==> config.mk <==
export PLATFORM = sky130hd
export DESIGN_NAME = tcau_seq
export DESIGN_NICKNAME = d
export VERILOG_FILES = /design/src/rtl/tcau_pkg.sv /design/src/rtl/tcau_seq.sv
export SDC_FILE = /design/constraint.sdc
export NUM_CORES = 1
export LEC_CHECK = 0
export ABC_AREA = 0
export BUFFER_PORTS_ARGS = -buffer_cell sky130_fd_sc_hd__buf_2
export CELL_PAD_IN_SITES_DETAIL_PLACEMENT = 1
export CELL_PAD_IN_SITES_GLOBAL_PLACEMENT = 1
export CORE_ASPECT_RATIO = 1.75
export CORE_MARGIN = 5
export CORE_UTILIZATION = 30
export DETAILED_ROUTE_END_ITERATION = 10
export PLACE_DENSITY = 0.58
export SYNTH_ARGS = -nofsm -noshare
export SYNTH_HDL_FRONTEND = slang
export SYNTH_SLANG_ARGS = --single-unit
==> constraint.sdc <==
create_clock -name clk_i -period 4.5 [get_ports clk_i]
set_clock_uncertainty 0.05 [all_clocks]
set_input_delay 0.225 -clock clk_i [delete_from_list [all_inputs] [get_ports clk_i]]
set_output_delay 0.225 -clock clk_i [all_outputs]
set_load 0.02 [all_outputs]
==> src/rtl/tcau_pkg.sv <==
// package for the traffic cell automaton update block
// opcodes, register indexes, field widths and shared structs; no dependencies
package tcau_pkg;

  localparam int unsigned CellsDefault = 1024;
  localparam int unsigned IdxW   = 10;
  localparam int unsigned SpdW   = 5;
  localparam int unsigned VelW   = 4;
  localparam int unsigned ProbW  = 16;
  localparam int unsigned CfgIdxW = 3;
  localparam int unsigned CfgDataW = 16;
  localparam int unsigned InDataW  = 48;
  localparam int unsigned OutDataW = 24;

  localparam logic [SpdW-1:0] SpeedEmpty = 5'h1F;

  typedef enum logic [1:0] {
    OP_WRITE  = 2'd0,
    OP_UPDATE = 2'd1,
    OP_SWAP   = 2'd2,
    OP_READ   = 2'd3
  } opcode_e;

  typedef enum logic [CfgIdxW-1:0] {
    CFG_MAX_VEL   = 3'd0,
    CFG_SAFETY    = 3'd1,
    CFG_DAWDLE    = 3'd2,
    CFG_SS_PROB   = 3'd3,
    CFG_SS_ENABLE = 3'd4
  } cfg_idx_e;

  typedef struct packed {
    logic [VelW-1:0]  max_vel;
    logic [VelW-1:0]  safety;
    logic [ProbW-1:0] dawdle;
    logic [ProbW-1:0] ss_prob;
    logic             ss_en;
  } cfg_t;

  typedef struct packed {
    logic            status;
    logic [SpdW-1:0] speed;
    logic [IdxW-1:0] dest;
    logic [VelW-1:0] gap;
  } res_t;

  typedef struct packed {
    logic rd_en;
    logic wr_en;
  } mem_ctl_t;

endpackage

==> src/rtl/tcau_seq.sv <==
// sequencer: index wrap, opcode execution, successor walk and hop, bank clearing
// drives tcau_speed_mem and tcau_succ_mem; uses tcau_pkg
module tcau_seq #(
  parameter int unsigned CELLS = tcau_pkg::CellsDefault,
  parameter int unsigned AW    = 10
) (
  input  logic                        clk_i,
  input  logic                        rst_ni,
  input  logic                        in_valid_i,
  output logic                        in_ready_o,
  input  logic [1:0]                  op_i,
  input  logic [tcau_pkg::IdxW-1:0]   cell_i,
  input  logic [tcau_pkg::SpdW-1:0]   speed_i,
  input  logic [tcau_pkg::IdxW-1:0]   succ_i,
  input  logic [tcau_pkg::ProbW-1:0]  rnd_i,
  input  tcau_pkg::cfg_t              cfg_i,
  output logic                        res_valid_o,
  input  logic                        res_ready_i,
  output tcau_pkg::res_t              res_o,
  output tcau_pkg::mem_ctl_t          spd_ctl_o,
  output logic [AW:0]                 spd_rd_addr_o,
  output logic [AW:0]                 spd_wr_addr_o,
  output logic [tcau_pkg::SpdW-1:0]   spd_wr_data_o,
  input  logic [tcau_pkg::SpdW-1:0]   spd_rd_data_i,
  output tcau_pkg::mem_ctl_t          suc_ctl_o,
  output logic [AW-1:0]               suc_rd_addr_o,
  output logic [AW-1:0]               suc_wr_addr_o,
  output logic [AW-1:0]               suc_wr_data_o,
  input  logic [AW-1:0]               suc_rd_data_i
);
  import tcau_pkg::*;

  localparam logic [19:0] Recip   = 20'((1 << 20) / CELLS);
  localparam logic [26:0] CellsW  = 27'(CELLS);
  localparam logic [AW-1:0] LastCell = AW'(CELLS - 1);

  typedef enum logic [11:0] {
    S_CLEAR = 12'b000000000001,
    S_IDLE  = 12'b000000000010,
    S_QUO   = 12'b000000000100,
    S_REM   = 12'b000000001000,
    S_EXEC  = 12'b000000010000,
    S_RDW   = 12'b000000100000,
    S_UCUR  = 12'b000001000000,
    S_WCHK  = 12'b000010000000,
    S_RAND  = 12'b000100000000,
    S_HOP   = 12'b001000000000,
    S_UWR   = 12'b010000000000,
    S_OUT   = 12'b100000000000
  } state_e;

  state_e state_q, state_d;
  logic cur_bank_q, cur_bank_d;
  logic swap_q, swap_d;
  logic [AW:0] clr_q, clr_d, clr_end_q, clr_end_d;

  logic [1:0]       op_q;
  logic [IdxW-1:0]  cell_raw_q, succ_raw_q;
  logic [SpdW-1:0]  spd_in_q;
  logic [ProbW-1:0] rnd_q;
  logic [IdxW-1:0]  qc_q, qc_d, qs_q, qs_d;
  logic [AW-1:0]    cell_q, cell_d, succ_q, succ_d;
  logic [VelW-1:0]  cur_spd_q, cur_spd_d, v_q, v_d, gap_q, gap_d, h_q, h_d;
  logic [4:0]       lim_q, lim_d, i_q, i_d;
  logic [AW-1:0]    s0_q, s0_d, dest_q, dest_d;
  res_t             res_q, res_d;

  logic             accept;
  logic [29:0]      prod_c, prod_s;
  logic [26:0]      rem_c, rem_s;
  logic [VelW-1:0]  vn, vm;
  logic [4:0]       lim_n;

  assign in_ready_o  = (state_q == S_IDLE);
  assign accept      = in_valid_i && in_ready_o;
  assign res_valid_o = (state_q == S_OUT);
  assign res_o       = res_q;

  // index wrap by reciprocal, quotient first, then remainder with one correction
  assign prod_c = 30'(cell_raw_q) * 30'(Recip);
  assign prod_s = 30'(succ_raw_q) * 30'(Recip);

  always_comb begin
    rem_c = 27'(cell_raw_q) - 27'(qc_q) * CellsW;
    rem_s = 27'(succ_raw_q) - 27'(qs_q) * CellsW;
    if (rem_c >= CellsW) begin
      rem_c = rem_c - CellsW;
    end
    if (rem_s >= CellsW) begin
      rem_s = rem_s - CellsW;
    end
  end

  assign vn    = (spd_rd_data_i[3:0] < cfg_i.max_vel) ? spd_rd_data_i[3:0] + 4'd1
                                                      : spd_rd_data_i[3:0];
  assign lim_n = 5'(vn) + 5'(cfg_i.safety);

  always_comb begin
    vm = (v_q > gap_q) ? gap_q : v_q;
    if (cur_spd_q == '0 && cfg_i.ss_en) begin
      if (rnd_q < cfg_i.ss_prob) begin
        vm = '0;
      end
    end else if (rnd_q < cfg_i.dawdle && vm != '0) begin
      vm = vm - 4'd1;
    end
  end

  always_comb begin
    state_d    = state_q;
    cur_bank_d = cur_bank_q;
    swap_d     = swap_q;
    clr_d      = clr_q;
    clr_end_d  = clr_end_q;
    qc_d       = qc_q;
    qs_d       = qs_q;
    cell_d     = cell_q;
    succ_d     = succ_q;
    cur_spd_d  = cur_spd_q;
    v_d        = v_q;
    gap_d      = gap_q;
    h_d        = h_q;
    lim_d      = lim_q;
    i_d        = i_q;
    s0_d       = s0_q;
    dest_d     = dest_q;
    res_d      = res_q;

    spd_ctl_o     = '0;
    spd_rd_addr_o = {cur_bank_q, cell_q};
    spd_wr_addr_o = {cur_bank_q, cell_q};
    spd_wr_data_o = '0;
    suc_ctl_o     = '0;
    suc_rd_addr_o = cell_q;
    suc_wr_addr_o = cell_q;
    suc_wr_data_o = succ_q;

    unique case (state_q)
      S_CLEAR: begin
        spd_ctl_o.wr_en = 1'b1;
        spd_wr_addr_o   = clr_q;
        if (clr_q == clr_end_q) begin
          state_d = swap_q ? S_OUT : S_IDLE;
          swap_d  = 1'b0;
        end else begin
          clr_d = clr_q + 1'b1;
        end
      end
      S_IDLE: begin
        if (accept) begin
          state_d = S_QUO;
        end
      end
      S_QUO: begin
        qc_d    = prod_c[29:20];
        qs_d    = prod_s[29:20];
        state_d = S_REM;
      end
      S_REM: begin
        cell_d  = rem_c[AW-1:0];
        succ_d  = rem_s[AW-1:0];
        state_d = S_EXEC;
      end
      S_EXEC: begin
        res_d = '0;
        unique case (opcode_e'(op_q))
          OP_WRITE: begin
            spd_ctl_o.wr_en = 1'b1;
            spd_wr_data_o   = spd_in_q[4] ? '0 : {1'b1, spd_in_q[3:0]};
            suc_ctl_o.wr_en = 1'b1;
            res_d.speed     = spd_in_q[4] ? SpeedEmpty : spd_in_q;
            state_d         = S_OUT;
          end
          OP_READ: begin
            spd_ctl_o.rd_en = 1'b1;
            state_d         = S_RDW;
          end
          OP_SWAP: begin
            // old current bank becomes the next bank and is emptied
            cur_bank_d = ~cur_bank_q;
            clr_d      = {cur_bank_q, {AW{1'b0}}};
            clr_end_d  = {cur_bank_q, LastCell};
            swap_d     = 1'b1;
            state_d    = S_CLEAR;
          end
          OP_UPDATE: begin
            spd_ctl_o.rd_en = 1'b1;
            suc_ctl_o.rd_en = 1'b1;
            state_d         = S_UCUR;
          end
          default: state_d = S_OUT;
        endcase
      end
      S_RDW: begin
        res_d.speed = spd_rd_data_i[4] ? {1'b0, spd_rd_data_i[3:0]} : SpeedEmpty;
        state_d     = S_OUT;
      end
      S_UCUR: begin
        if (!spd_rd_data_i[4]) begin
          res_d.status = 1'b1;
          res_d.speed  = SpeedEmpty;
          state_d      = S_OUT;
        end else begin
          cur_spd_d = spd_rd_data_i[3:0];
          v_d       = vn;
          gap_d     = vn;
          s0_d      = suc_rd_data_i;
          lim_d     = lim_n;
          i_d       = '0;
          if (lim_n == '0) begin
            state_d = S_RAND;
          end else begin
            spd_ctl_o.rd_en = 1'b1;
            spd_rd_addr_o   = {cur_bank_q, suc_rd_data_i};
            suc_ctl_o.rd_en = 1'b1;
            suc_rd_addr_o   = suc_rd_data_i;
            state_d         = S_WCHK;
          end
        end
      end
      S_WCHK: begin
        if (spd_rd_data_i[4]) begin
          gap_d   = (i_q <= 5'(cfg_i.safety)) ? '0 : 4'(i_q - 5'(cfg_i.safety));
          state_d = S_RAND;
        end else if (i_q + 5'd1 == lim_q) begin
          state_d = S_RAND;
        end else begin
          i_d             = i_q + 5'd1;
          spd_ctl_o.rd_en = 1'b1;
          spd_rd_addr_o   = {cur_bank_q, suc_rd_data_i};
          suc_ctl_o.rd_en = 1'b1;
          suc_rd_addr_o   = suc_rd_data_i;
        end
      end
      S_RAND: begin
        v_d = vm;
        if (vm == '0) begin
          dest_d  = cell_q;
          state_d = S_UWR;
        end else begin
          dest_d = s0_q;
          h_d    = vm - 4'd1;
          if (vm == 4'd1) begin
            state_d = S_UWR;
          end else begin
            suc_ctl_o.rd_en = 1'b1;
            suc_rd_addr_o   = s0_q;
            state_d         = S_HOP;
          end
        end
      end
      S_HOP: begin
        dest_d = suc_rd_data_i;
        if (h_q == 4'd1) begin
          state_d = S_UWR;
        end else begin
          h_d             = h_q - 4'd1;
          suc_ctl_o.rd_en = 1'b1;
          suc_rd_addr_o   = suc_rd_data_i;
        end
      end
      S_UWR: begin
        spd_ctl_o.wr_en = 1'b1;
        spd_wr_addr_o   = {~cur_bank_q, dest_q};
        spd_wr_data_o   = {1'b1, v_q};
        res_d.status    = 1'b0;
        res_d.speed     = {1'b0, v_q};
        res_d.dest      = IdxW'(dest_q);
        res_d.gap       = gap_q;
        state_d         = S_OUT;
      end
      S_OUT: begin
        if (res_ready_i) begin
          state_d = S_IDLE;
        end
      end
      default: state_d = S_IDLE;
    endcase
  end

  always_ff @(posedge clk_i or negedge rst_ni) begin
    if (!rst_ni) begin
      state_q    <= S_CLEAR;
      cur_bank_q <= 1'b0;
      swap_q     <= 1'b0;
      clr_q      <= '0;
      clr_end_q  <= '1;
    end else begin
      state_q    <= state_d;
      cur_bank_q <= cur_bank_d;
      swap_q     <= swap_d;
      clr_q      <= clr_d;
      clr_end_q  <= clr_end_d;
    end
  end

  always_ff @(posedge clk_i) begin
    if (accept) begin
      op_q       <= op_i;
      cell_raw_q <= cell_i;
      spd_in_q   <= speed_i;
      succ_raw_q <= succ_i;
      rnd_q      <= rnd_i;
    end
    qc_q      <= qc_d;
    qs_q      <= qs_d;
    cell_q    <= cell_d;
    succ_q    <= succ_d;
    cur_spd_q <= cur_spd_d;
    v_q       <= v_d;
    gap_q     <= gap_d;
    h_q       <= h_d;
    lim_q     <= lim_d;
    i_q       <= i_d;
    s0_q      <= s0_d;
    dest_q    <= dest_d;
    res_q     <= res_d;
  end

endmodule

==> summary.md <==
| Metric | Value |
|---|---|
| Status | finished with violations |
| Violated checks | setup timing |
| Lkg Pwr | around 0.0051 uW |
| Synthesized area | around 0.0085 mm2 |
| WL per Instance | between 20 and 25 um |
| Hold EP | cur_spd_q[0]$_DFFE_PP_ |
| Post-layout worst setup margin | -0.166 ns |
| Warnings from Yosys | 0 |
| DRT antenna net count | 0 |
| Worst R2R Setup Slack | 0.48 ns |
| Max Cap Viol | 0 |
| Met1 usage | 17.7% |
| Core ar. | 0.0279 mm2 |
| Starting Density | 30.4% |
| Global Route met2 Usage | a little over a third |
| Fraction of registers with async set/reset | 16.8% |
| Most frequent CP cell | ha_4 |
| Vias | 7,044 |
| First-pass GRT wire length | 43,400 um |
| Pre-CTS setup slack | -0.142 ns |
| VDD IR max | 0.277 mV |
| Ys flop type | edfxtp_1 |
| Worst EP required | 4.22 ns |
| Final Hold Vio Count | 0 |
| RSZ-0062 raised after global routing | true |
| Placed Cells incl. Taps | 1,328 |
| Largest net degree at the start of global routing | 44 |
| Met3 Usage GRT | 3.95% |
| Rows | 81 |
| Fin crit period | approximately 4.7 ns |
| Routability cong. | 0.874 |
| Share of cells above drive strength 1 | 29.2% |
| Root Driver | clkbuf_16 |
| Most Crowded Layer GR | met2 |
| Setup Crit Path Kind | reg -> out |
| Synth-to-layout area growth | 36.0% |
| Port Buffer Count | 185 |
| Capture point of the worst reg-to-reg path | dest_q[4]$_DFFE_PN_ |
| Reg clk slew, reported paths | 0.07 ns |
| Fin nets | 1,207 |
| Worst-Skew Late Latency | 0.45 ns |
| All-Layer GR Usage | 18.4% |
| Final Util | 41.3% |
| CP arrival | 4.39 ns |
| Drt pass-1 iters | 4 |
| Placed wire-length estimate | 22,100 um |
| Die width | 137 um |
| Max clock buf depth | 2 |
| Drt drc | 0 |
| Setup TNS | -1.06 ns |
| Number of CTS-inserted buffers | 17 |
| Sequential share of the synthesized area | 53.5% |
| Top cell type's share of synthesized area | 45.8% |
| Post-Route WL | 28,700 um |
| Worst hold-check slack | 0.0319 ns |
| Count of cell types in the netlist | slightly above 70 |
| Cell family with most CP delay | compound AO/OA/AOI/OAI gates |
| Crit-path cells | ha_4 -> nor2b_4 -> o211ai_1 -> a21o_4 -> mux2i_4 -> ha_4 -> and3_4 -> a2111oi_4 -> nand2_2 -> mux2i_2 -> nand2_2 -> ha_4 -> o211a_4 -> a21o_4 -> a221o_1 -> buf_6 |
| Die area | about 0.032 mm2 |
| Setup violations, final | 10 |
| Non-filler cells, final | 1,434 |
| CP Capture Type | primary output |
| Slew Viols, Final | 0 |
| CTS tree | done |
| PD cells | 358 mW/mm2 |
| Worst-path maximum fanout | 6 |
| Fin crit share | 104% |
| First DRT Iteration DRCs | 305 |
| Cells after synthesis | 752 |
| WP buf/inv | 1 |
| Worst rel slew slack | 41.7% |
| Vias per inst | 4.91 |
| Grt total ovfl | 0 |
| Mean Syn Cell Area | roughly 11 um2 |
| CP Launch Type | flip-flop |
| Hold_sp | spd_rd_data_i[0] |
| Highest clock rate | 0.214 GHz |
| Die height | 232 um |
| Largest cells by area after synthesis | edfxtp_1 (46%), ha_1 (8.1%), dfrtp_1 (7.1%) |
| CTS HTree Levels | 4 |
| Syn_nets | 912 |
| Critical Path Slowest Stage Cell | edfxtp_1 |
| FF-to-FF path depth | 17 |
| Post-synth EDFFs | 129 |
| Post-synthesis register bit count | 155 |
| CTS sink cnt | between 150 and 200 |
| Initial antenna violation count | 1 |
| Yosys top cell by area | edfxtp_1 |
| Vias in the first global route | 7,774 |
| Delay of the slowest critical-path stage | 0.45 ns |
| Hold depth | 1 |
| Filler cells | 3,122 |
| # IOs | 186 |
| Worst r2r src | v_q[1]$_DFFE_PP_ |
| Hold Path Class | in -> reg |
| Least-Margin Pin Slew | 0.872 ns |
==> cells in the mapped netlist (all sizes together) (6+ instances only) <==
cell type    n
a21o        16
a21oi       43
a221o       19
and2        19
and3         8
and4         6
and4b        9
buf          6
clkbuf      10
dfrtp       24
edfxtp     129
ha          55
inv         59
mux2i       18
nand2       74
nand2b      10
nand3       19
nand4       12
nor2        68
nor2b        9
nor3        12
nor4         7
o21ai       24
xnor2       15
xor2        17
==> cell type report <==
cell class | count | area, um2 | area share, %
Antenna cell | 1 | 2.50 | 0.0217
Multi-Input combinational cell | 522 | 3800 | 33.1
Clock inverter | 14 | 138 | 1.20
Timing Repair Buffer | 292 | 1920 | 16.7
Clock buffer | 18 | 429 | 3.73
Inverter | 59 | 221 | 1.92
Tap cell | 373 | 467 | 4.05
Sequential cell | 155 | 4530 | 39.3
==> registers in the layout (all words and copies together), names as in the netlist <==
signal / cells
i_q: 5
res_o: 20
rnd_q: 16
cur_spd_q: 4
h_q: 4
cur_bank_q: 1
gap_q: 4
succ_raw_q: 10
dest_q: 10
state_q: 12
swap_q: 1
s0_q: 10
clr_q: 11
clr_end_q: 1
suc_wr_addr_o: 10
cell_raw_q: 10
v_q: 4
lim_q: 5
op_q: 2
spd_in_q: 5
suc_wr_data_o: 10
==> routing by layer <==
| metal | up-vias | part of all wire [%] |
|---|---|---|
| li1 | 3374 | - |
| met1 | 3483 | 35 |
| met2 | 143 | 59 |
| met3 | 44 | 3.3 |
| met4 | 0 | 2.9 |
| met5 | - | 0 |
==> kinds of logic (layout without fill, tap and decap cells) <==
kind of cell,after synthesis,in the layout,share of synthesized area (%)
and+or+nand+nor,273,273,17.0
buffers and inverters,75,383,3.55
AOI/OAI and AO/OA,140,140,11.6
other,0,1,0
xor gates and xnor gates,32,32,3.31
muxes,20,20,2.39
adders and majority gates,57,57,8.60
DFF,155,155,53.5
==> cells in the final DEF, fill, tap and decap left out, drive strengths merged, types with 7 or more instances in the layout <==
master,instances
dlygate4sd3,58
a21o,16
clkbuf,18
xnor2,15
and4b,9
edfxtp,129
nor2,68
buf,234
nor3,12
inv,65
xor2,17
dfrtp,24
a21oi,43
and2,19
o21ai,24
a221o,19
ha,55
and3,8
nand4,12
nand3,19
nand2,74
mux2i,18
nand2b,10
nor4,7
nor2b,9
==> stage by stage <==
stage                     area [um2]  total power [uW]
after floorplan                 8460              2320
after global placement         10100              2650
after detailed placement       10100              2660
after CTS                      11400              4160
after global routing           11500              4330
final                          11500              4120
==> worst max-delay path by stage <==
stage	end	slack [ns]	from	depth (start not counted)
global placement	suc_rd_addr_o[9]	0.05	v_q[1]$_DFFE_PP_	16
floorplan	suc_rd_addr_o[4]	0.22	v_q[1]$_DFFE_PP_	17
global route	suc_rd_addr_o[9]	-0.34	v_q[1]$_DFFE_PP_	16
detailed placement	suc_rd_addr_o[9]	-0.14	v_q[1]$_DFFE_PP_	16
finish	suc_rd_addr_o[9]	-0.17	v_q[1]$_DFFE_PP_	16
CTS	suc_rd_addr_o[1]	-0.18	v_q[1]$_DFFE_PP_	16
==> report_power, final <==
group | leakage (uW) | internal, uW | switching, uW
clock | 0.000273 | 774 | 649
combinational | 0.00334 | 353 | 497
sequential | 0.00150 | 1750 | 95.4
==> what timing repair did <==
item	CTS	global route
pin swaps	8	13
endpoints found under the setup margin	11	10
gates cloned	0	0
setup buffers	10	5
endpoints found under the hold margin	81	0
hold buffers	58	0
gates resized for setup	30	14
Note: power is estimated with default switching activity, not from simulation.
